### src/rtl/core/fmg_pkg.sv
`timescale 1ns / 1ps
package fmg_pkg;

  localparam int MAX_DIM         = 1024;
  localparam int VALUE_FRAC_BITS = 16;
  localparam int COORD_W         = 10;
  localparam int SIZE_W          = 11;
  localparam int CUT_W           = 16;
  localparam int GAIN_W          = VALUE_FRAC_BITS + 1;
  localparam int D2_W            = 2 * COORD_W + 1;
  localparam int C2_W            = 2 * CUT_W;
  localparam int ADDR_W          = 5;
  localparam int DATA_W          = 32;

  // Gaussian lane structure
  localparam int DIV_STEPS    = 22;
  localparam int SERIES_TERMS = 13;
  localparam int POW_STEPS    = 31;
  localparam int LANE_DEPTH   = DIV_STEPS + 3 * SERIES_TERMS + POW_STEPS + 1;

  localparam logic [GAIN_W-1:0] GAIN_ONE = {1'b1, {VALUE_FRAC_BITS{1'b0}}};

  // exp(-1) in Q32 as the truncated alternating series of 1/k! gives it
  localparam longint unsigned Q32_ONE = 64'd1 << 32;
  localparam longint unsigned EXP_M1_FULL =
      Q32_ONE - Q32_ONE + Q32_ONE / 64'd2 - Q32_ONE / 64'd6 + Q32_ONE / 64'd24
      - Q32_ONE / 64'd120 + Q32_ONE / 64'd720 - Q32_ONE / 64'd5040
      + Q32_ONE / 64'd40320 - Q32_ONE / 64'd362880 + Q32_ONE / 64'd3628800
      - Q32_ONE / 64'd39916800 + Q32_ONE / 64'd479001600
      - Q32_ONE / 64'd6227020800;
  localparam logic [31:0] EXP_M1_Q32 = EXP_M1_FULL[31:0];

  typedef enum logic [2:0] {
    KIND_IDEAL_LOW  = 3'd0,
    KIND_GAUSS_LOW  = 3'd1,
    KIND_IDEAL_HIGH = 3'd2,
    KIND_GAUSS_HIGH = 3'd3,
    KIND_IDEAL_BAND = 3'd4,
    KIND_GAUSS_BAND = 3'd5,
    KIND_ZERO_A     = 3'd6,
    KIND_ZERO_B     = 3'd7
  } filter_kind_t;

  typedef enum logic [2:0] {
    REG_KIND   = 3'd0,
    REG_CUT_LO = 3'd1,
    REG_CUT_HI = 3'd2,
    REG_WIDTH  = 3'd3,
    REG_HEIGHT = 3'd4
  } reg_idx_t;

  typedef struct packed {
    logic [COORD_W-1:0] column;
    logic [COORD_W-1:0] row;
  } in_item_t;

  typedef struct packed {
    logic [GAIN_W-1:0] mask_value;
    logic              config_error;
  } out_item_t;

  typedef struct packed {
    filter_kind_t       kind;
    logic [CUT_W-1:0]   cut_lo;
    logic [CUT_W-1:0]   cut_hi;
    logic [C2_W-1:0]    lo2;
    logic [C2_W-1:0]    hi2;
    logic [COORD_W-1:0] cx;
    logic [COORD_W-1:0] cy;
  } cfg_t;

  typedef struct packed {
    filter_kind_t    kind;
    logic            hit;
    logic            err;
    logic [D2_W-1:0] d2;
  } req_t;

  typedef struct packed {
    filter_kind_t kind;
    logic         hit;
    logic         err;
  } meta_t;

endpackage

### src/rtl/core/fmg_queue.sv
`timescale 1ns / 1ps
module fmg_queue (
  input  logic          clk,
  input  logic          rst_n,
  input  logic          push,
  input  fmg_pkg::req_t wdata,
  input  logic          pop,
  output logic          rvalid,
  output fmg_pkg::req_t rdata,
  output logic          full
);
  import fmg_pkg::*;

  req_t       mem_r [2];
  logic       wr_ptr_r;
  logic       rd_ptr_r;
  logic [1:0] cnt_r;
  logic       do_pop;

  assign rvalid = cnt_r != 2'd0;
  assign full   = cnt_r == 2'd2;
  assign rdata  = mem_r[rd_ptr_r];
  assign do_pop = pop && rvalid;

  always_ff @(posedge clk) begin
    if (push) begin
      mem_r[wr_ptr_r] <= wdata;
    end
  end

  always_ff @(posedge clk) begin
    if (!rst_n) begin
      wr_ptr_r <= 1'b0;
      rd_ptr_r <= 1'b0;
      cnt_r    <= 2'd0;
    end else begin
      if (push) begin
        wr_ptr_r <= !wr_ptr_r;
      end
      if (do_pop) begin
        rd_ptr_r <= !rd_ptr_r;
      end
      cnt_r <= cnt_r + 2'(push) - 2'(do_pop);
    end
  end

endmodule

### config.mk
export PLATFORM = sky130hd
export DESIGN_NAME = fmg_queue
export DESIGN_NICKNAME = d
export VERILOG_FILES = /design/src/rtl/core/fmg_pkg.sv /design/src/rtl/core/fmg_queue.sv
export SDC_FILE = /design/constraint.sdc
export NUM_CORES = 1
export LEC_CHECK = 0
export BUFFER_PORTS_ARGS = -buffer_cell sky130_fd_sc_hd__buf_2
export CORE_ASPECT_RATIO = 0.6
export CORE_MARGIN = 2
export CORE_UTILIZATION = 40
export DETAILED_ROUTE_END_ITERATION = 12
export SLEW_MARGIN = 25
export SYNTH_ARGS = -nofsm -noshare
export SYNTH_HDL_FRONTEND = slang
export SYNTH_SLANG_ARGS = --single-unit
### constraint.sdc
create_clock -name clk -period 2.6 [get_ports clk]
set_input_delay 0.13 -clock clk [delete_from_list [all_inputs] [get_ports clk]]
set_output_delay 0.13 -clock clk [all_outputs]
set_load 0.01 [all_outputs]
==> flow_metrics.py <==
metrics = {
    "drt": {
        "route.detailed.drc": 0,
        "dr.pass1.iters": 4,
        "detail_route.vias_per_cell": 4.420,
        "antenna_violating_nets_post_route": 0,
        "drtIter0Drc": 46,
        "routed_wl_mm": 3.663,
        "routed_wire_length_per_instance_um": 13.62,
        "dr_total_vias": 1189,
    },
    "global_route": {
        "maximum_number_of_pins_on_one_net_before_global_route_repair": 27,
        "grt_pass1_wl_mm": 5.471,
        "global_route.overflow_total": 0,
        "grt_pass1_vias": 1135,
        "antenna_found_initial": 0,
        "global_route.usage.total": 0.1286,
    },
    "place": {
        "place_hpwl_mm": 2.389,
        "place_congestion": 0.7171,
        "port-buffer-count": 57,
    },
    "yosys": {
        "number_of_nets_in_the_synthesized_netlist": 136,
        "synth_async_reset_ratio": 0,
        "synth_compound_area_frac": 0.006749,
        "dominant_register_cell_in_the_synthesized_netlist": "edfxtp_1",
        "post_synth_and_or_nand_nor_area_fraction": 0.02418,
        "synth-seq-area-share": 0.7469,
        "synth_area_per_cell_um2": 21.39,
        "synthAdderAreaFrac": 0.01125,
        "ys_top_cells_by_count": "edfxtp_1 (52), mux2_4 (20), mux2_2 (6)",
        "synthesis.yosys.warnings": 0,
        "yosys.cell_count.top_type": "edfxtp_1",
        "number_of_synthesized_flops_with_an_enable_pin": 52,
        "synth.top_cell.area_share": 0.7019,
        "netlist.top_cell.by_area": "edfxtp_1",
        "post_synth_num_cell_types": 16,
        "synth_top_family_by_area": "multiplexers",
        "netlist_top_cells_area": "edfxtp_1 (70%), mux2_4 (13%), dfxtp_1 (4.5%)",
        "synthXorXnorAreaFrac": 0.01012,
        "synth_mux_area_frac": 0.1744,
        "synthesis.instances": 104,
        "mappedNetlistArea_um2": 2225,
        "ys_ff_latch": 57,
    },
    "timing": {
        "timing.max_slew.rel_slack": 0.4468,
        "count_of_endpoints_failing_setup_in_the_final_report": 0,
        "timing_max_transition_violations_final": 0,
        "totalNegativeSetupSlack_ns": 0,
        "finalClockSkew_ns": 0.005197,
        "setup_repair_after_global_routing_missed_its_margin": "no",
        "tightest_slew_ns": 0.8299,
        "final_period_minus_worst_setup_slack_ns": 1.894,
        "fin_crit_sh": 0.7285,
        "hold_viol_final": 0,
        "hold-worst-slack_ns": 0.06628,
        "clock.fmax_mhz": 528.0,
    },
    "clock_tree": {
        "cts_tree": "yes",
        "numClockSinks": 57,
        "ctsLongestPathBuffers": 2,
        "worstSkewPairLatency_ns": 0.33,
        "cts-buffers-inserted": 9,
        "clk_pin_slew_worst_paths_ns": 0.06,
        "clock_tree.htree_level_count": 3,
        "cts_root_buffer": "clkbuf_8",
        "cts_post_setup_buffers_inserted": 0,
    },
    "setup_path": {
        "worst_r2r_endpoint": "mem_r[1][7]$_DFFE_PP_",
        "timing.critical_path.fanout_max": 26,
        "critPathCaptureType": "output pin",
        "reg2regPathDepth": 2,
        "critPathLaunchType": "flip-flop",
        "timing_worst_setup_path_type": "reg -> out",
        "critical_path_arrival_ns": 1.76,
        "r2r-start": "wr_ptr_r$_SDFFE_PN0P_",
        "worst_ep_required_time_ns": 2.47,
        "regToRegSetupSlack_ns": 1.09,
    },
    "power": {
        "sequential_share_of_power": 0.479,
        "ir_drop_worst_case_vdd_mv": 0.4869,
        "power_per_cell_area_nw_per_um2": 806.9,
        "power_switching_share": 0.2462,
        "p_leak_nw": 1.215,
        "power_switching_mw": 0.5984,
        "power_report.internal_total_mw": 1.833,
        "clock_power_share": 0.308,
        "power.combinational.fraction": 0.214,
    },
    "finish": {
        "drive_gt1_frac": 0.5123,
        "antenna-diode-count": 0,
        "fin_nets": 230,
        "syn2layout_area_growth_pct": 35.43,
    },
    "floorplanning": {
        "std_cell_rows": 20,
        "die-width_um": 100.3,
        "floorplan.initialDensity": 0.4274,
        "floorplan.core_area_um2": 5205,
        "io_pins": 58,
        "floorplan_die_height_um": 61.77,
        "die-area_um2": 6193,
    },
    "hold_path": {
        "hold_path.startpoint": "rst_n",
        "holdCritPathClass": "in -> reg",
        "hold-path-cell-count": 2,
        "holdPathEnd": "wr_ptr_r$_SDFFE_PN0P_",
    },
    "run_status": {
        "run_status": "finished, final reports clean",
    },
    "job": {
        "drv_cap": 0,
    },
}
==> worst max path at each step <==
stage	end	cells after the start
2_1_floorplan	mem_r[0][0]$_DFFE_PP_	1
3_3_place_gp	rdata[3]	2
3_5_place_dp	rdata[25]	2
4_1_cts	rdata[25]	2
5_1_grt	rdata[0]	2
6_report	rdata[25]	2
==> layout by cell type (no fill, tap or decap), types with 2 or more instances in the layout <==
master         count
buf_2             57
edfxtp_1          52
dlygate4sd3_1     26
mux2_4            20
clkbuf_8           9
mux2_2             6
clkinv_2           4
dfxtp_1            4
nor2b_1            3
buf_4              3
o21a_1             2
inv_1              2
mux2i_1            2
and2_1             2
ha_1               2
==> final cells by class <==
cell class	instances	area [um2]
fillers	417	2192
clock buffers	9	123.9
repair buffers	86	568.0
flip-flops and latches	57	1663
well taps	66	82.58
clock inverters	7	61.31
multi-input cells	42	506.7
inverters	2	7.507
==> per-layer routing <==
metal	routed length, um	part of all wire	vias up	global-route usage
li1	-	-	587	-
met1	1726	0.47	552	0.1518
met2	1599	0.44	48	0.1965
met3	329	0.090	2	0.07942
met4	8	0.0022	0	0.04697
met5	0	0	-	0
==> power groups by stage <==
stage,sequential (mW),combinational [mW],clock [mW]
6_report,1.16,0.520,0.748
4_1_cts,1.17,0.526,0.775
3_5_place_dp,1.19,0.493,0
3_3_place_gp,1.18,0.480,0
2_1_floorplan,1.12,0.430,0
5_1_grt,1.17,0.562,0.824
==> repair_timing <==
| item | in CTS | in global routing |
|---|---|---|
| hold endpoints to repair | 52 | 0 |
| gates resized for setup | 0 | 0 |
| hold buffers | 26 | 0 |
==> critical path, stage by stage (launching register included) <==
cell,delay [ns]
dfxtp_2,0.87
mux2_2,0.42
buf_2,0.14
==> kinds of logic after synthesis <==
family	after synthesis
xor gates and xnor gates	1
and+or+nand+nor	9
muxes	28
DFF	57
adders and majority gates	2
buffers and inverters	5
AOI/OAI and AO/OA	2
==> per-stage QoR <==
| stage | setup WS, ns | cells | util | power (mW) | cell area, um2 |
|---|---|---|---|---|---|
| after floorplan | 0.6722 | 104 | - | 1.546 | 2225 |
| after global placement | 1.056 | 227 | 0.4933 | 1.659 | 2567 |
| after detailed placement | 1.032 | 227 | 0.4933 | 1.678 | 2567 |
| after CTS | 0.6541 | 269 | 0.5788 | 2.468 | 3013 |
| after global routing | 0.6042 | 269 | 0.5788 | 2.561 | 3013 |
| final | 0.7060 | 269 | 0.5788 | 2.431 | 3013 |
==> flip-flops by register name, summed over array words and instances, names as in the netlist, named ones only <==
name / cells
mem_r: 52
rd_ptr_r: 1
cnt_r: 2
wr_ptr_r: 1
(Power assumes the default switching activity.)
