**src/rtl/core/fmg_pkg.sv**
```systemverilog
`timescale 1ns / 1ps
package fmg_pkg;

  localparam int MAX_DIM         = 1024;
  localparam int VALUE_FRAC_BITS = 16;
  localparam int COORD_W         = 10;
  localparam int SIZE_W          = 11;
  localparam int CUT_W           = 16;
  localparam int GAIN_W          = VALUE_FRAC_BITS + 1;
  localparam int D2_W            = 2 * COORD_W + 1;
  localparam int C2_W            = 2 * CUT_W;
  localparam int ADDR_W          = 5;
  localparam int DATA_W          = 32;

  // Gaussian lane structure
  localparam int DIV_STEPS    = 22;
  localparam int SERIES_TERMS = 13;
  localparam int POW_STEPS    = 31;
  localparam int LANE_DEPTH   = DIV_STEPS + 3 * SERIES_TERMS + POW_STEPS + 1;

  localparam logic [GAIN_W-1:0] GAIN_ONE = {1'b1, {VALUE_FRAC_BITS{1'b0}}};

  // exp(-1) in Q32 as the truncated alternating series of 1/k! gives it
  localparam longint unsigned Q32_ONE = 64'd1 << 32;
  localparam longint unsigned EXP_M1_FULL =
      Q32_ONE - Q32_ONE + Q32_ONE / 64'd2 - Q32_ONE / 64'd6 + Q32_ONE / 64'd24
      - Q32_ONE / 64'd120 + Q32_ONE / 64'd720 - Q32_ONE / 64'd5040
      + Q32_ONE / 64'd40320 - Q32_ONE / 64'd362880 + Q32_ONE / 64'd3628800
      - Q32_ONE / 64'd39916800 + Q32_ONE / 64'd479001600
      - Q32_ONE / 64'd6227020800;
  localparam logic [31:0] EXP_M1_Q32 = EXP_M1_FULL[31:0];

  typedef enum logic [2:0] {
    KIND_IDEAL_LOW  = 3'd0,
    KIND_GAUSS_LOW  = 3'd1,
    KIND_IDEAL_HIGH = 3'd2,
    KIND_GAUSS_HIGH = 3'd3,
    KIND_IDEAL_BAND = 3'd4,
    KIND_GAUSS_BAND = 3'd5,
    KIND_ZERO_A     = 3'd6,
    KIND_ZERO_B     = 3'd7
  } filter_kind_t;

  typedef enum logic [2:0] {
    REG_KIND   = 3'd0,
    REG_CUT_LO = 3'd1,
    REG_CUT_HI = 3'd2,
    REG_WIDTH  = 3'd3,
    REG_HEIGHT = 3'd4
  } reg_idx_t;

  typedef struct packed {
    logic [COORD_W-1:0] column;
    logic [COORD_W-1:0] row;
  } in_item_t;

  typedef struct packed {
    logic [GAIN_W-1:0] mask_value;
    logic              config_error;
  } out_item_t;

  typedef struct packed {
    filter_kind_t       kind;
    logic [CUT_W-1:0]   cut_lo;
    logic [CUT_W-1:0]   cut_hi;
    logic [C2_W-1:0]    lo2;
    logic [C2_W-1:0]    hi2;
    logic [COORD_W-1:0] cx;
    logic [COORD_W-1:0] cy;
  } cfg_t;

  typedef struct packed {
    filter_kind_t    kind;
    logic            hit;
    logic            err;
    logic [D2_W-1:0] d2;
  } req_t;

  typedef struct packed {
    filter_kind_t kind;
    logic         hit;
    logic         err;
  } meta_t;

endpackage

```
**src/rtl/core/fmg_front.sv**
```systemverilog
`timescale 1ns / 1ps
module fmg_front (
  input  logic              in_valid,
  input  fmg_pkg::in_item_t in_data,
  input  fmg_pkg::cfg_t     cfg,
  input  logic              q_full,
  output logic              in_stall,
  output logic              push,
  output fmg_pkg::req_t     req
);
  import fmg_pkg::*;

  logic signed [COORD_W+1:0]   dx;
  logic signed [COORD_W+1:0]   dy;
  logic signed [2*COORD_W+3:0] sqx;
  logic signed [2*COORD_W+3:0] sqy;
  logic [D2_W-1:0]             d2;
  logic [C2_W-1:0]             d2s;
  logic                        bad_band;

  assign dx  = signed'({2'b00, in_data.column}) - signed'({2'b00, cfg.cx});
  assign dy  = signed'({2'b00, in_data.row}) - signed'({2'b00, cfg.cy});
  assign sqx = dx * dx;
  assign sqy = dy * dy;
  // each square is below 2^20
  assign d2  = {1'b0, sqx[2*COORD_W-1:0]} + {1'b0, sqy[2*COORD_W-1:0]};
  assign d2s = C2_W'({d2, 8'h00});
  assign bad_band = cfg.cut_lo >= cfg.cut_hi;

  assign in_stall = q_full;
  assign push     = in_valid && !q_full;

  always_comb begin
    req.kind = cfg.kind;
    req.d2   = d2;
    req.hit  = 1'b0;
    req.err  = 1'b0;
    case (cfg.kind)
      KIND_IDEAL_LOW:  req.hit = d2s <= cfg.lo2;
      KIND_IDEAL_HIGH: req.hit = d2s >= cfg.lo2;
      KIND_IDEAL_BAND: begin
        req.hit = (d2s >= cfg.lo2) && (d2s <= cfg.hi2);
        req.err = bad_band;
      end
      KIND_GAUSS_BAND: req.err = bad_band;
      default: ;
    endcase
  end

endmodule

```
**config.mk**
```make
export PLATFORM = sky130hd
export DESIGN_NAME = fmg_front
export DESIGN_NICKNAME = d
export VERILOG_FILES = /design/src/rtl/core/fmg_pkg.sv /design/src/rtl/core/fmg_front.sv
export SDC_FILE = /design/constraint.sdc
export NUM_CORES = 1
export LEC_CHECK = 0
export BUFFER_PORTS_ARGS = -buffer_cell sky130_fd_sc_hd__buf_2
export CAP_MARGIN = 20
export CORE_MARGIN = 2
export CORE_UTILIZATION = 61
export DETAILED_ROUTE_END_ITERATION = 10
export GPL_TIMING_DRIVEN = 0
export PLACE_DENSITY = 0.87
export SETUP_SLACK_MARGIN = 0.05
export SYNTH_ARGS = -nofsm -noshare
export SYNTH_HDL_FRONTEND = slang
export SYNTH_SLANG_ARGS = --single-unit
```
**constraint.sdc**
```tcl
create_clock -name vclk -period 12
set_input_delay 0.6 -clock vclk [all_inputs]
set_output_delay 0.6 -clock vclk [all_outputs]
set_load 0.01 [all_outputs]
```
==> results of run 1 <==
metal layers:
layer | part of all wire, % | vias to the layer above | GRT usage (%) | routed length (microns)
li1 | - | 4471 | - | -
met1 | 38 | 4440 | 32.1 | 9570
met2 | 51 | 361 | 51.7 | 12800
met3 | 7.3 | 53 | 1.91 | 1820
met4 | 3.3 | 0 | 7.94 | 828
met5 | 0 | - | 0 | 0
what timing repair did:
item / 4_1_cts / 5_1_grt
gates resized for setup: 0 / 18
buffers inserted: 0 / 5
endpoints found under the setup margin: 0 / 1
layout by cell type, fill, tap and decap left out, drive strengths merged, types with 3 or more instances in the layout:
master,synthesis,routed
nor3,24,24
and2,5,5
a21o,24,24
o21bai,7,7
xor2,20,20
nand4,9,9
o21a,5,5
clkbuf,4,4
and3,9,9
nand2,79,79
o31ai,3,3
xnor2,61,61
nor2,107,107
a31oi,4,4
fa,195,195
a21boi,3,3
or4,3,3
nand3,17,17
o41ai,4,4
ha,171,171
a21oi,60,60
nand2b,9,9
a211o,3,3
or2,12,12
buf,6,180
or3,9,9
o211ai,5,5
a211oi,7,7
nor4,6,6
nand4b,3,3
inv,405,405
nor2b,11,11
o21ai,25,25
metrics by stage:
stage / setup slack, ns / area [sq um] / utilization [%] / std cells / hold WS (ns)
after floorplan: 1.78 / 10900 / - / 1338 / 1.25
after global placement: 0.336 / 12000 / 69.1 / 1732 / 1.44
after detailed placement: 0.226 / 12000 / 69.1 / 1732 / 1.45
after CTS: 0.186 / 12000 / 69.1 / 1732 / 1.45
after global routing: 0.0537 / 12200 / 70.0 / 1737 / 1.48
final: 0.593 / 12200 / 70.0 / 1737 / 1.45
worst min-delay path: stages:
cell and delay (ns):
buf_2 0.09, nor2b_1 0.03, buf_2 0.12
worst max path at each step:
stage	to	cells after the start	slack, ns
6_report	req[22]	44	0.59
3_5_place_dp	req[22]	42	0.23
4_1_cts	req[22]	44	0.19
2_1_floorplan	req[22]	41	1.78
5_1_grt	req[22]	45	0.05
3_3_place_gp	req[22]	42	0.34
area by class of cell:
type / instances / area (sq um) / area share [%]
multi-input combinational: 921 / 9440 / 77.5
inverter: 407 / 1530 / 12.5
timing repair buffer: 174 / 883 / 7.25
tap: 225 / 282 / 2.31
buffer: 10 / 55.1 / 0.452
cells by family after synthesis:
| logic type | count (synthesis) | synth area share (%) |
|---|---|---|
| buffers and inverters | 417 | 14.5 |
| and+or+nand+nor | 308 | 13.2 |
| adders and majority gates | 366 | 55.4 |
| AOI/OAI and AO/OA | 164 | 9.92 |
| muxes | 2 | 0.183 |
| xor gates and xnor gates | 81 | 6.81 |
==> reports/qor.txt, run 1 <==
nets = 2021
Worst Hold Path Cells = 3
Ports = 169
Least-Margin Pin Slew = 0.905 ns
warnings from Yosys = 0
Post-Syn Instances = 1338
Initial Util = 62.7%
core area = 0.0174 sq mm
DP Wirelength = 22400 microns
Final Cycle Share = 95.1%
Fmax achieved = 87.7 MHz
Critical Path Max Stage Delay = 0.54 ns
top-count cell post-synth = inv_1
I/O Buffers = 169
area grow syn2layout = 11.7%
Routed WL = 25100 microns
Syn Std Cell Area = 0.0109 sq mm
Initial DRT Pass Iterations = 5
Storage cell area = 0 sq um
max-cap violation count = 0
grt total ovfl = 0
number of flip-flops and latches = 0
unrepaired setup endpoints after global routing = false
Antenna Nets Post-Route = 0
Hold Crit Endpoint = push
critical path launch point type = primary input
Vias/cell = 5.37
Critical Path RT = 11.40 ns
row count = 48
post-synthesis sequential area ratio = 0%
vias in the first global route = 9681
critical path type = primary input to output pin
CP arrival = 10.81 ns
routability cong. = 0.925
Avg WL per Cell = 14.4 microns
fraction of layout cells with a size suffix above 1 = 14.7%
outcome = finished, final reports clean
largest net degree at the start of global routing = 11
gr usage total = 27.0%
n_diodes = 0
# hold bufs at CTS = 0
Die Ht = 138 microns
top cell type's share of synthesized area = 35.8%
Final Max Slew Viols = 0
Die Area = 0.0190 sq mm
filler cell count in the final layout = 1374
slew margin rel. = 39.4%
Fin. Hold Viols = 0
average cell area after synthesis = 8.16 sq um
Synth area leader = fa_1
Via Count = 9325
crit path from = in_data[0]
worst path buffer plus inverter count = 10
first-pass GRT wire length = 41000 microns
Yosys cell types = 61
family with the most delay on the worst path = adder cells
top post-synthesis cells by area = fa_1 (36%), ha_1 (20%), inv_1 (14%)
Final min period = 11.41 ns
CP dominant cell by count = inv_1
crit path capture type = output pin
Die X = 138 microns
initial antenna violation count = 0
CP max stage cell = fa_1
Final setup viols = 0
syn nets = 1845
Initial DRC Count = 474
clock buf count = 0
top fanout value on the critical path = 6
hold crit path type = primary input to output pin
drt drc = 0
Post-synth top cells = inv_1 (400), fa_1 (195), ha_1 (171)
TNS Setup = 0 ns
worst hold start = q_full
Power of run 1 is not shown: default switching activity piles up to over one toggle a cycle in this logic, so the estimate is an artifact.
==> run 2, diff against run 1 <==
- MAX_ROUTING_LAYER: not set -> met4
==> reports/qor.txt, run 2 (synthesis gave the netlist of run 1 again) <==
Final setup viols = 0 (unchanged)
Critical Path RT = 11.40 ns (about the same)
slew margin rel. = 37.8% (was 39.4%)
Initial Util = 62.7% (unchanged)
worst path buffer plus inverter count = 10 (unchanged)
placed cell count = 1732 (unchanged)
row count = 48 (unchanged)
post-route insts no fill = 1737 (unchanged)
Final Cycle Share = 95.1% (about the same)
gr usage total = 27.7% (was 27.0%)
critical path type = primary input to output pin (unchanged)
Fin. Hold Viols = 0 (unchanged)
drt drc = 0 (unchanged)
outcome = finished, final reports clean (unchanged)
commonest non-fill, non-tap cell in the layout = inv_1 (unchanged)
Die X = 138 microns (unchanged)
top fanout value on the critical path = 6 (unchanged)
nets = 2021 (unchanged)
Final min period = 11.41 ns (about the same)
hold crit path type = primary input to output pin (unchanged)
crit path capture type = output pin (unchanged)
Avg WL per Cell = 14.4 microns (about the same)
Via Count = 9345 (was 9325)
Die Ht = 138 microns (unchanged)
core area = 0.0174 sq mm (unchanged)
max-cap violation count = 0 (unchanged)
most frequent cells in the layout = inv_1 (399), fa_1 (195), buf_2 (171), ha_1 (171), nor2_1 (107) (unchanged)
Vias/cell = 5.38 (was 5.37)
initial antenna violation count = 0 (unchanged)
Ports = 169 (unchanged)
Design Area, Final = 0.0122 sq mm (unchanged)
Final Max Slew Viols = 0 (unchanged)
largest net degree at the start of global routing = 11 (unchanged)
Placed Area = 0.0120 sq mm (unchanged)
Die Area = 0.0190 sq mm (unchanged)
unrepaired setup endpoints after global routing = false (unchanged)
family with the most delay on the worst path = adder cells (unchanged)
Least-Margin Pin Slew = 0.930 ns (was 0.905 ns)
vias in the first global route = 9680 (was 9681)
Initial DRT Pass Iterations = 5 (unchanged)
CP max stage cell = fa_1 (unchanged)
first-pass GRT wire length = 40900 microns (was 41000 microns)
Storage cell area = 0 sq um (unchanged)
I/O Buffers = 169 (unchanged)
CP arrival = 10.81 ns (about the same)
number of flip-flops and latches = 0 (unchanged)
Initial DRC Count = 444 (was 474)
# hold bufs at CTS = 0 (unchanged)
critical path launch point type = primary input (unchanged)
clock buf count = 0 (unchanged)
Fmax achieved = 87.6 MHz (was 87.7 MHz)
TNS Setup = 0 ns (unchanged)
Critical Path Max Stage Delay = 0.54 ns (about the same)
fraction of layout cells with a size suffix above 1 = 14.7% (unchanged)
CP dominant cell by count = inv_1 (unchanged)
area grow syn2layout = 11.7% (unchanged)
grt total ovfl = 0 (unchanged)
filler cell count in the final layout = 1374 (unchanged)
routability cong. = 0.942 (was 0.925)
Routed WL = 25000 microns (was 25100 microns)
n_diodes = 0 (unchanged)
Antenna Nets Post-Route = 0 (unchanged)
DP Wirelength = 22400 microns (unchanged)
run 2: cell counts in the layout (fill, tap and decap cells not counted):
No cell type changed its count.
run 2: layout make-up:
class	instances	area, sq um	area share (%)
Inverter	407	1530	12.5
Multi-Input combinational cell	921	9440	77.5
Buffer	10	55.1	0.452
Tap cell	225	282	2.31
Timing Repair Buffer	174	883	7.25
run 2: final timing paths:
check                 cells after the start      end  slack (ns)  startpoint
worst max-delay path                     44  req[22]        0.59  in_data[0]
worst min-delay path                      3     push        1.45      q_full
run 2: through the flow:
stage          worst slack [ns]  hold slack, ns  util (%)
2_1_floorplan              1.78            1.25         -
3_3_place_gp              0.336            1.44      69.1
3_5_place_dp              0.226            1.45      69.1
4_1_cts                   0.186            1.45      69.1
5_1_grt                  0.0537            1.48      70.0
6_report                  0.588            1.45      70.0
run 2: what timing repair did:
| action | in CTS | in global routing |
|---|---|---|
| resized for setup | 0 | 18 |
| setup buffers | 0 | 5 |
| setup endpoints to repair | 0 | 1 |
run 2: routing by layer:
layer	GRT usage, %	share of wire (%)	routed length (microns)	vias to the layer above
li1	-	-	-	4480
met5	-	0	0	-
met4	7.94	3.4	844	0
met1	32.1	38	9500	4463
met3	1.91	7.2	1790	54
met2	51.7	51	12800	348
Power of run 2 is left out for the same reason.
