`config.mk`:
```
export PLATFORM = sky130hd
export DESIGN_NAME = fmg_cfg_regs
export DESIGN_NICKNAME = d
export VERILOG_FILES = /design/src/rtl/core/fmg_pkg.sv /design/src/rtl/core/fmg_cfg_regs.sv
export SDC_FILE = /design/constraint.sdc
export NUM_CORES = 1
export LEC_CHECK = 0
export BUFFER_PORTS_ARGS = -buffer_cell sky130_fd_sc_hd__clkbuf_2
export CORE_MARGIN = 2
export CORE_UTILIZATION = 50
export CTS_BUF_LIST = sky130_fd_sc_hd__clkbuf_4 sky130_fd_sc_hd__clkbuf_8
export CTS_CLUSTER_DIAMETER = 200
export DETAILED_ROUTE_END_ITERATION = 10
export PLACE_DENSITY_LB_ADDON = 0.3
export SYNTH_ARGS = -nofsm -noshare
export SYNTH_HDL_FRONTEND = slang
export SYNTH_SLANG_ARGS = --single-unit
```
`constraint.sdc`:
```
create_clock -name clk -period 7.56 [get_ports clk]
set_input_delay 1.134 -clock clk [delete_from_list [all_inputs] [get_ports clk]]
set_output_delay 1.134 -clock clk [all_outputs]
set_load 0.02 [all_outputs]
```
`src/rtl/core/fmg_pkg.sv`:
```
`timescale 1ns / 1ps
package fmg_pkg;

  localparam int MAX_DIM         = 1024;
  localparam int VALUE_FRAC_BITS = 16;
  localparam int COORD_W         = 10;
  localparam int SIZE_W          = 11;
  localparam int CUT_W           = 16;
  localparam int GAIN_W          = VALUE_FRAC_BITS + 1;
  localparam int D2_W            = 2 * COORD_W + 1;
  localparam int C2_W            = 2 * CUT_W;
  localparam int ADDR_W          = 5;
  localparam int DATA_W          = 32;

  // Gaussian lane structure
  localparam int DIV_STEPS    = 22;
  localparam int SERIES_TERMS = 13;
  localparam int POW_STEPS    = 31;
  localparam int LANE_DEPTH   = DIV_STEPS + 3 * SERIES_TERMS + POW_STEPS + 1;

  localparam logic [GAIN_W-1:0] GAIN_ONE = {1'b1, {VALUE_FRAC_BITS{1'b0}}};

  // exp(-1) in Q32 as the truncated alternating series of 1/k! gives it
  localparam longint unsigned Q32_ONE = 64'd1 << 32;
  localparam longint unsigned EXP_M1_FULL =
      Q32_ONE - Q32_ONE + Q32_ONE / 64'd2 - Q32_ONE / 64'd6 + Q32_ONE / 64'd24
      - Q32_ONE / 64'd120 + Q32_ONE / 64'd720 - Q32_ONE / 64'd5040
      + Q32_ONE / 64'd40320 - Q32_ONE / 64'd362880 + Q32_ONE / 64'd3628800
      - Q32_ONE / 64'd39916800 + Q32_ONE / 64'd479001600
      - Q32_ONE / 64'd6227020800;
  localparam logic [31:0] EXP_M1_Q32 = EXP_M1_FULL[31:0];

  typedef enum logic [2:0] {
    KIND_IDEAL_LOW  = 3'd0,
    KIND_GAUSS_LOW  = 3'd1,
    KIND_IDEAL_HIGH = 3'd2,
    KIND_GAUSS_HIGH = 3'd3,
    KIND_IDEAL_BAND = 3'd4,
    KIND_GAUSS_BAND = 3'd5,
    KIND_ZERO_A     = 3'd6,
    KIND_ZERO_B     = 3'd7
  } filter_kind_t;

  typedef enum logic [2:0] {
    REG_KIND   = 3'd0,
    REG_CUT_LO = 3'd1,
    REG_CUT_HI = 3'd2,
    REG_WIDTH  = 3'd3,
    REG_HEIGHT = 3'd4
  } reg_idx_t;

  typedef struct packed {
    logic [COORD_W-1:0] column;
    logic [COORD_W-1:0] row;
  } in_item_t;

  typedef struct packed {
    logic [GAIN_W-1:0] mask_value;
    logic              config_error;
  } out_item_t;

  typedef struct packed {
    filter_kind_t       kind;
    logic [CUT_W-1:0]   cut_lo;
    logic [CUT_W-1:0]   cut_hi;
    logic [C2_W-1:0]    lo2;
    logic [C2_W-1:0]    hi2;
    logic [COORD_W-1:0] cx;
    logic [COORD_W-1:0] cy;
  } cfg_t;

  typedef struct packed {
    filter_kind_t    kind;
    logic            hit;
    logic            err;
    logic [D2_W-1:0] d2;
  } req_t;

  typedef struct packed {
    filter_kind_t kind;
    logic         hit;
    logic         err;
  } meta_t;

endpackage

```
`src/rtl/core/fmg_cfg_regs.sv`:
```
`timescale 1ns / 1ps
module fmg_cfg_regs (
  input  logic                      clk,
  input  logic                      rst_n,
  input  logic                      psel,
  input  logic                      penable,
  input  logic                      pwrite,
  input  logic [fmg_pkg::ADDR_W-1:0] paddr,
  input  logic [fmg_pkg::DATA_W-1:0] pwdata,
  output logic [fmg_pkg::DATA_W-1:0] prdata,
  output logic                      pready,
  output fmg_pkg::cfg_t             cfg
);
  import fmg_pkg::*;

  filter_kind_t      kind_r;
  logic [CUT_W-1:0]  cut_lo_r;
  logic [CUT_W-1:0]  cut_hi_r;
  logic [SIZE_W-1:0] width_r;
  logic [SIZE_W-1:0] height_r;
  reg_idx_t          idx;
  logic              wr;

  assign idx    = reg_idx_t'(paddr[ADDR_W-1:2]);
  assign wr     = psel && penable && pwrite;
  assign pready = 1'b1;

  always_ff @(posedge clk) begin
    if (!rst_n) begin
      kind_r   <= KIND_IDEAL_LOW;
      cut_lo_r <= '0;
      cut_hi_r <= '0;
      width_r  <= SIZE_W'(MAX_DIM);
      height_r <= SIZE_W'(MAX_DIM);
    end else if (wr) begin
      unique case (idx)
        REG_KIND:   kind_r   <= filter_kind_t'(pwdata[2:0]);
        REG_CUT_LO: cut_lo_r <= pwdata[CUT_W-1:0];
        REG_CUT_HI: cut_hi_r <= pwdata[CUT_W-1:0];
        REG_WIDTH:  width_r  <= pwdata[SIZE_W-1:0];
        REG_HEIGHT: height_r <= pwdata[SIZE_W-1:0];
        default: ;
      endcase
    end
  end

  always_comb begin
    unique case (idx)
      REG_KIND:   prdata = DATA_W'(kind_r);
      REG_CUT_LO: prdata = DATA_W'(cut_lo_r);
      REG_CUT_HI: prdata = DATA_W'(cut_hi_r);
      REG_WIDTH:  prdata = DATA_W'(width_r);
      REG_HEIGHT: prdata = DATA_W'(height_r);
      default:    prdata = '0;
    endcase
  end

  // oversized images are clamped to the largest supported size
  always_comb begin
    cfg.kind   = kind_r;
    cfg.cut_lo = cut_lo_r;
    cfg.cut_hi = cut_hi_r;
    cfg.lo2    = cut_lo_r * cut_lo_r;
    cfg.hi2    = cut_hi_r * cut_hi_r;
    cfg.cx     = (width_r > SIZE_W'(MAX_DIM)) ? COORD_W'(MAX_DIM / 2)
                                               : width_r[SIZE_W-1:1];
    cfg.cy     = (height_r > SIZE_W'(MAX_DIM)) ? COORD_W'(MAX_DIM / 2)
                                                : height_r[SIZE_W-1:1];
  end

endmodule

```
==> qor.txt, run 1 <==
outcome: complete, no violations
Inst Count DP: 2717
Die H: 193.2 um
n_diodes: 0
Routed WL: 44.47 mm
clock share of power: 46.4%
fin crit share: 97.85%
multiplexer area fraction after synthesis: 1.525%
Max Slew Vio Count: 0
Post-Synth XOR/XNOR Area: 3.329%
R2R Setup Slk: 6.46 ns
DR WL/cell: 16.11 um
ANT nets after route: 0
vias: 14220
Residual DRC: 0
global route hottest layer: met2
share of the synthesized area in compound gates (AO/OA/AOI/OAI): 10.53%
clock-pin slew on the worst setup and hold paths: 0.06 ns
NumNets Final: 2864
asr flop ratio synth: 0%
worst-path fanout max: 5
P_leak: 11.56 nW
grt met2 use: 44.12%
port bufs: 156
PD cells: 35.58 nW/um2
worst endpoint required time: 6.43 ns
overall power: 717.7 uW
worst hold start: width_r[0]
critical path class: flip-flop to output port
CTS tree: yes
YS warnings: 0
Cell Count, Final, Fillers Out: 2760
Main synth FF type: dfxtp_1
Synth-to-Final Area Change: 12.74%
Clock Latency Late Sink: 0.34 ns
top cell types by occurrence after synthesis: inv_1, fa_1, nand2_1, ha_1, nor2_1
Synth area leaders: fa_1, ha_1, inv_1
worst-margin pin slew: 0.9592 ns
max_slew headroom: 36.05%
EDFF count, synth: 0
vias in the first global route: 14660
Post-DP Area: 19350 um2
hold path cells: 2
CTS root buffer: clkbuf_8
sequential area share after synthesis: 6.379%
CTS max path bufs: 2
startpoint class of the critical path: flip-flop
initial antenna violation count: 0
Net Sw Frac: 24.96%
Global Route met3 Usage: 2.570%
Design Area, Final: 20170 um2
fin util: 56.98%
H-tree depth: 3
sequential share of power: 42.2%
largest family of logic cells by synthesized area: adder cells
Sum Neg Setup Slack: 0 ns
reg2reg end: cut_hi_r[15]
WHS Endpoint: width_r[0]
Critical Path AT: 6.26 ns
Finish-stage setup viols: 0
Synth Register Bits: 57
initial drt markers: 679
GRT Resource Usage Total: 24.39%
row count: 69
CTS Buf Count: 9
fmax: 135.2 MHz
layout cells sized above 1: 16.31%
Die X-Extent: 193.2 um
Synth area leader: fa_1
clock net sink count: 57
Final Critical Period: 7.397 ns
GRT overflow: 0
cell depth of the worst flop-to-flop path: 3
die area: 37310 um2
Fin. Hold Viols: 0
Synth Instances: 2117
VDD IR max: 61.51 uV
Int Pwr: 538.5 uW
Mean Syn Cell Area: 8.450 um2
total net switching power: 179.2 uW
Crit Reg-Reg Startpoint: cut_hi_r[15]
first-pass GRT wire length: 72.35 mm
clock skew: 0 ns
largest net degree at the start of global routing: 58
most common cell in the netlist: inv_1
IO Pins: 194
simple-gate share of the synthesized area: 13.86%
GR Layer Usage met1: 31.37%
number of max-cap violations: 0
Worst setup EP type: output port
Min-Delay Path Class: flip-flop to flip-flop
Initial Utilization: 50.54%
drt via density: 5.154
Mapped Area: 17890 um2
Synth Area in Adders: 50.45%
Final Wtd Congestion: 0.9210
share of power burned in combinational logic: 11.4%
core footprint: 35400 um2
Netlist cell types: 73
Synth top area share: 36.26%
detailed-placement wirelength estimate: 37.74 mm
first-pass iteration count of the detailed router: 5
[metrics by stage]
step | hold WS [ns] | setup WS [ns]
after global routing | 0.4899 | -0.04254
final | 0.4699 | 0.1626
after global placement | 0.4571 | 0.07708
after floorplan | 0.4431 | 0.2735
after detailed placement | 0.4656 | 0.02035
after CTS | 0.4730 | 0.001079
[power groups by stage]
stage	logic (mW)	registers (mW)	clock network, mW
2_1_floorplan	0.0555	0.313	0
3_3_place_gp	0.0774	0.314	0
3_5_place_dp	0.0780	0.314	0
4_1_cts	0.0784	0.306	0.335
5_1_grt	0.0877	0.303	0.352
6_report	0.0815	0.303	0.333
[cells in the final DEF, fill, tap and decap left out, types with 23 or more instances in the layout]
cell	count
buf_4	99
nor2_1	75
nand2_1	269
ha_1	194
mux2i_1	25
a21boi_0	45
xnor2_1	43
dfxtp_1	30
a21oi_1	48
and2_1	67
inv_1	517
fa_1	323
a21o_1	33
xor2_1	23
clkbuf_2	151
nor2b_1	41
[area by class of cell]
class                           count  area [um2]
Fill cell                        3247       15230
Multi-Input combinational cell   1449       14590
Inverter                          520        1958
Timing Repair Buffer              258        1607
Sequential cell                    57        1210
Tap cell                          461       576.8
Clock buffer                       13       172.7
Clock inverter                      2       60.06
[worst max path at each step]
stage | from | to | slack, ns | cells past startpoint
finish | cut_hi_r[8] | cfg[41] | 0.16 | 24
global route | cut_lo_r[9] | cfg[83] | -0.04 | 21
CTS | cut_hi_r[13] | cfg[50] | 0.001 | 20
detailed placement | cut_lo_r[3] | cfg[83] | 0.02 | 23
global placement | cut_lo_r[3] | cfg[82] | 0.08 | 22
floorplan | cut_hi_r[6] | cfg[48] | 0.27 | 20
[metal layers]
metal / share of wire [%] / vias up / wire, um
li1: - / 6790 / -
met1: 42 / 7061 / 18590
met2: 52 / 317 / 23010
met3: 4.4 / 56 / 1961
met4: 2.0 / 0 / 901
met5: 0 / - / 0
[cells by family after synthesis]
group           Yosys count
buf+inv                 628
simple gates            541
fa+ha+maj               527
compound gates          267
xor+xnor                 68
flops                    57
mux                      27
other cells               2
[flip-flops by register name, summed over array words and instances, names as in the netlist]
signal	flops
cut_hi_r	16
cut_lo_r	16
height_r	11
width_r	11
kind_r	3
[critical path: stages, from the launching register on]
cell and delay [ns]:
dfxtp_2 0.37, buf_4 0.17, nand2_1 0.11, inv_1 0.07, fa_1 0.48, inv_1 0.05
fa_1 0.52, inv_1 0.06, fa_1 0.47, fa_1 0.51, fa_1 0.50, inv_1 0.05
fa_1 0.47, inv_1 0.04, ha_2 0.37, o21ai_0 0.14, a2111o_1 0.40, a21oi_1 0.14
buf_4 0.15, o21ai_1 0.10, buf_4 0.16, a21oi_1 0.13, nor2_1 0.06, xnor2_1 0.20
clkbuf_4 0.21
[timing repair]
item                                    4_1_cts  5_1_grt
resized for setup                            45       80
pin swaps                                     6       27
hold buffers                                  0        0
endpoints found under the setup margin       21       21
setup buffers                                 0       28
No activity file was read; power rests on OpenSTA's default activity.
==> run 2, diff against run 1 <==
ABC_AREA = 1   (was unset)
CORE_ASPECT_RATIO = 1.5   (was unset)
CORE_MARGIN = unset   (was 2)
==> run 2 against run 1 <==
Compared with the run above:
- largest cell class unchanged
- first-iteration DRC count grew 4.9%
- wire length increased by 8.2%
- highest routed layer unchanged
- flip-flop and latch count stayed put
- register-to-register slack worse by 0.19 ns
- worst setup slack improved by 0.16 ns
- maximum frequency rose by 2.2%
==> qor.txt, run 2 <==
outcome: complete, no violations
Design Area, Final: 20180 um2
WHS Endpoint: height_r[0]
CTS tree: yes
first-pass iteration count of the detailed router: 7
critical path class: flip-flop to output port
largest registers: cut_hi_r (16), cut_lo_r (16)
Synth Instances: 2640
Die H: 239.8 um
core footprint: 36910 um2
crit-path max cell delay: 0.53 ns
reg2reg end: cut_hi_r[1]
hold path cells: 2
most common cell in the netlist: inv_1
initial antenna violation count: 0
Fin. Hold Viols: 0
vias: 15930
detailed-placement wirelength estimate: 42.74 mm
overall power: 695.8 uW
CTS max path bufs: 2
H-tree depth: 3
row count: 86
VDD IR max: 60.73 uV
vias in the first global route: 17070
Mean Syn Cell Area: 7.141 um2
NumNets Final: 3315
Final WS setup: 0.3230 ns
Die X-Extent: 160.5 um
CP cell instances: nand2_1, inv_1, fa_1, inv_1, fa_1, inv_1, fa_1, inv_1, fa_1, inv_1, fa_1, inv_1, fa_1, inv_1, ha_1, nand2_1, nor2_1, nand3_1, nand3_1, nand2_1, nand2_1, nand2_1, nand2_1, clkbuf_2
clock-pin slew on the worst setup and hold paths: 0.08 ns
Sum Neg Setup Slack: 0 ns
Clock Latency Late Sink: 0.37 ns
Crit Reg-Reg Startpoint: cut_hi_r[1]
GRT overflow: 0
Worst setup EP type: output port
worst-margin pin slew: 1.092 ns
R2R Setup Slk: 6.27 ns
cts hold-fix bufs: 0
Critical path buffers and inverters: 8
Netlist cell types: 35
Crit-path slowest cell: fa_1
Place WS: 0.5946 ns
most used cell, CP: inv_1
Synth Register Bits: 57
sequential area share after synthesis: 6.053%
Largest delay share family, worst path: adder cells
cell depth of the worst flop-to-flop path: 2
die area: 38500 um2
CTS Buf Count: 9
max_slew headroom: 27.23%
asr flop ratio synth: 0%
CTS root buffer: clkbuf_8
top cell types by occurrence after synthesis: inv_1, nand2_1, fa_1, ha_1, nor2_1
Min-Delay Path Class: flip-flop to flip-flop
Finish-stage setup viols: 0
Final Wtd Congestion: 0.9332
Mapped Area: 18850 um2
clock net sink count: 57
IO Pins: 194
drt via density: 4.923
initial drt markers: 712
Synth top area share: 34.41%
Routed WL: 48.12 mm
Final Critical Period: 7.237 ns
worst-path fanout max: 13
Cell Count, Final, Fillers Out: 3235
Synth area leader: fa_1
DR WL/cell: 14.87 um
RSZ-0062 raised after global routing: no
first-pass GRT wire length: 80.46 mm
worst hold start: height_r[0]
Initial Utilization: 51.08%
P_leak: 13.29 nW
largest net degree at the start of global routing: 58
most common cell after layout, fill and taps aside: inv_1
clock skew: 0 ns
ANT nets after route: 0
most frequent cells in the layout: inv_1, nand2_1, fa_1
Inst Count DP: 3219
fmax: 138.2 MHz
GRT Resource Usage Total: 26.32%
Max Slew Vio Count: 0
port bufs: 156
EDFF count, synth: 0
PD cells: 34.48 nW/um2
n_diodes: 0
fin crit share: 95.73%
worst endpoint required time: 6.43 ns
YS warnings: 0
Residual DRC: 0
number of max-cap violations: 0
Synth area leaders: fa_1, inv_1, ha_1
Post-DP Area: 20000 um2
layout cells sized above 1: 8.942%
Synth-to-Final Area Change: 7.042%
startpoint class of the critical path: flip-flop
Main synth FF type: dfxtp_1
Critical Path AT: 6.10 ns
-- run 2: cell count changes after synthesis, sizes merged, moves of 45 or more --
cell and delta:
a21boi -45, and2 -69, nand3 +55, nand2 +404, inv +291, nor2 +50
-- run 2: how the worst max path moves through the flow --
| stage | to | slack (ns) | start | depth (start not counted) |
|---|---|---|---|---|
| floorplan | cfg[35] | 0.97 | cut_hi_r[6] | 20 |
| global placement | cfg[83] | 0.67 | cut_lo_r[5] | 22 |
| detailed placement | cfg[49] | 0.59 | cut_hi_r[9] | 24 |
| CTS | cfg[51] | 0.18 | cut_hi_r[9] | 23 |
| global route | cfg[48] | 0.01 | cut_hi_r[8] | 24 |
| finish | cfg[50] | 0.32 | cut_hi_r[8] | 24 |
-- run 2: layer usage --
layer  track usage (%)  vias to the layer above  share of wire, %
met3             1.541                      123               2.8
met4             10.85                        0               3.8
li1                  -                     7778                 -
met2             53.51                      381                56
met1             27.40                     7645                37
met5                 0                        -                 0
-- run 2: cell type report --
| type | instances | area [um2] |
|---|---|---|
| clock inverter | 7 | 55.05 |
| tap | 484 | 605.6 |
| timing repair buffer | 185 | 998.5 |
| inverter | 811 | 3044 |
| multi-input combinational | 1682 | 14210 |
| fill | 3610 | 16730 |
| clock buffer | 9 | 123.9 |
| sequential | 57 | 1145 |
-- run 2: cell families (layout without fill, tap and decap cells) --
group / after synthesis / after routing / share of synthesized area [%]
flops: 57 / 57 / 6.053
buf+inv: 918 / 1012 / 18.92
other cells: 2 / 19 / 0.03984
compound gates: 180 / 180 / 5.741
xor+xnor: 53 / 53 / 2.462
fa+ha+maj: 527 / 527 / 47.88
simple gates: 903 / 903 / 18.90
-- run 2: stage by stage --
step,hold slack [ns],util [%]
6_report,0.4835,54.67
5_1_grt,0.5144,54.67
2_1_floorplan,0.4447,-
4_1_cts,0.4814,54.66
3_3_place_gp,0.4677,54.18
3_5_place_dp,0.4661,54.18
-- run 2: power breakdown --
part	total [mW]	internal, mW	switching (mW)
sequential	0.314	0.304	0.00958
combinational	0.113	0.0316	0.0816
clock	0.269	0.121	0.148
total	0.696	0.457	0.239
-- run 2: timing repair --
| action | 4_1_cts | 5_1_grt |
|---|---|---|
| buffers inserted | 0 | 0 |
| endpoints found under the setup margin | 0 | 15 |
| resized for setup | 0 | 3 |
-- run 2: worst register-to-register path: stages (launching register included) --
cell and delay [ns]:
dfxtp_1 0.78, inv_1 0.28, a21oi_2 0.17
==> run 3, diff against run 2 <==
CORE_UTILIZATION = 61   (was 50)
RECOVER_POWER = 25   (was unset)
==> run 3 against run 2 <==
Compared with the run above:
- clock power down 2%
- global-route usage up 5.0 points
- die area down 18%
- the flow now finishes with violations (max-capacitance violations, max-slew violations)
- hold slack better by 0.026 ns
- clock-buffer cell count up 1
- clock skew unchanged
- maximum frequency down 0.75%
==> qor.txt, run 3 (same netlist as run 2, synthesis figures left out) <==
outcome: complete, but fails checks
failing checks: max-capacitance violations, max-slew violations
clock net sink count: 57
IO Pins: 194
P_leak: 13.22 nW
DR WL/cell: 15.03 um
clock skew: 0 ns
worst-margin pin slew: 2.213 ns
Post-CTS Setup Bufs: 0
first-pass iteration count of the detailed router: 7
largest net degree at the start of global routing: 58
Residual DRC: 0
die area: 31630 um2
Routed WL: 47.30 mm
most frequent cells in the layout: inv_1, nand2_1, fa_1
Min-Delay Path Class: flip-flop to flip-flop
Die X-Extent: 145.5 um
CTS tree: yes
NumNets Final: 3313
critical path class: flip-flop to output port
first-pass GRT wire length: 78.94 mm
ANT nets after route: 0
detailed-placement wirelength estimate: 42.13 mm
fillers: 2759
Synth-to-Final Area Change: 6.266%
drt via density: 5.118
VDD IR max: 54.79 uV
startpoint class of the critical path: flip-flop
row count: 78
port bufs: 156
Final Critical Period: 7.292 ns
GRT overflow: 0
n_diodes: 0
Die H: 217.3 um
worst hold start: height_r[0]
Initial Utilization: 62.11%
overall power: 688.6 uW
H-tree depth: 3
Fin. Hold Viols: 0
core footprint: 30350 um2
RSZ-0062 raised after global routing: no
largest registers: cut_hi_r (16), cut_lo_r (16)
initial antenna violation count: 0
PD cells: 34.37 nW/um2
layout cells sized above 1: 8.406%
fmax: 137.1 MHz
CTS root buffer: clkbuf_8
worst-path fanout max: 16
Sum Neg Setup Slack: 0 ns
initial drt markers: 703
Final Wtd Congestion: 0.9626
CTS max path bufs: 2
vias: 16110
final hold slack: 0.5095 ns
cts hold-fix bufs: 0
vias in the first global route: 17110
Worst setup EP type: output port
Critical Path AT: 6.16 ns
CTS Buf Count: 9
post_cts resized: 0
most common cell after layout, fill and taps aside: inv_1
number of max-cap violations: 1
Clock Latency Late Sink: 0.35 ns
Finish-stage setup viols: 0
worst endpoint required time: 6.43 ns
Max Slew Vio Count: 58
GRT Resource Usage Total: 31.32%
clock-pin slew on the worst setup and hold paths: 0.07 ns
fin crit share: 96.45%
Worst Setup SP: cut_lo_r[0]
Crit Reg-Reg Startpoint: cut_lo_r[0]
max_slew headroom: -47.53%
==> run 3: cell count changes in the layout (fill, tap and decap cells not counted), sizes merged <==
cell	delta
inv	-2
clkinvlp	+1
clkbuf	+2
clkinv	-1
buf	-3
==> run 3: final cells by class <==
cell class	count	area, um2	share of cell area [%]
clock inverters	5	32.53	0.1624
flip-flops and latches	57	1149	5.734
multi-input cells	1682	14210	70.92
clock buffers	10	137.6	0.6870
repair buffers	183	962.2	4.803
well taps	400	500.5	2.498
inverters	811	3044	15.20
==> run 3: worst max-delay path, cell delays in order (launching register included) <==
cell and delay [ns]:
dfxtp_1 0.42, clkbuf_1 0.69, nand2_1 0.22, fa_1 0.55, inv_1 0.04, ha_1 0.20
fa_1 0.38, fa_1 0.50, fa_1 0.55, inv_1 0.05, fa_1 0.48, inv_1 0.04
ha_1 0.33, nand2_1 0.11, nor2_1 0.36, nand3_1 0.13, nand3_1 0.29, nand2_1 0.12
nand2_1 0.08, nand2_1 0.05, nand2_1 0.06, clkbuf_2 0.16
==> run 3: through the flow <==
step / instances / setup WS [ns] / utilization, % / cell area [um2]
after floorplan: 2657 / 0.9656 / - / 18920
after global placement: 3133 / 0.5791 / 65.49 / 19880
after detailed placement: 3133 / 0.4971 / 65.49 / 19880
after CTS: 3148 / 0.1127 / 66.05 / 20050
after global routing: 3148 / 0.01011 / 66.00 / 20030
final: 3148 / 0.2681 / 66.00 / 20030
==> run 3: worst paths after layout <==
check | end | slack, ns | depth (start not counted)
hold reg to reg | height_r[0] | 0.51 | 2
setup reg to reg | cut_lo_r[0] | 6.01 | 3
hold / removal | height_r[0] | 0.51 | 2
setup / recovery | cfg[73] | 0.27 | 21
==> run 3: power breakdown <==
group          switching (mW)  total, mW  internal [mW]
clock network           0.138      0.263          0.125
logic                  0.0804      0.112         0.0313
registers             0.00968      0.314          0.304
total                   0.228      0.689          0.460
==> run 3: per-layer routing <==
metal / global-route usage [%] / up-vias / part of all wire, %
li1: - / 7768 / -
met1: 31.72 / 7722 / 35
met2: 63.14 / 466 / 56
met3: 1.782 / 157 / 3.2
met4: 17.09 / 0 / 5.5
met5: 0 / - / 0
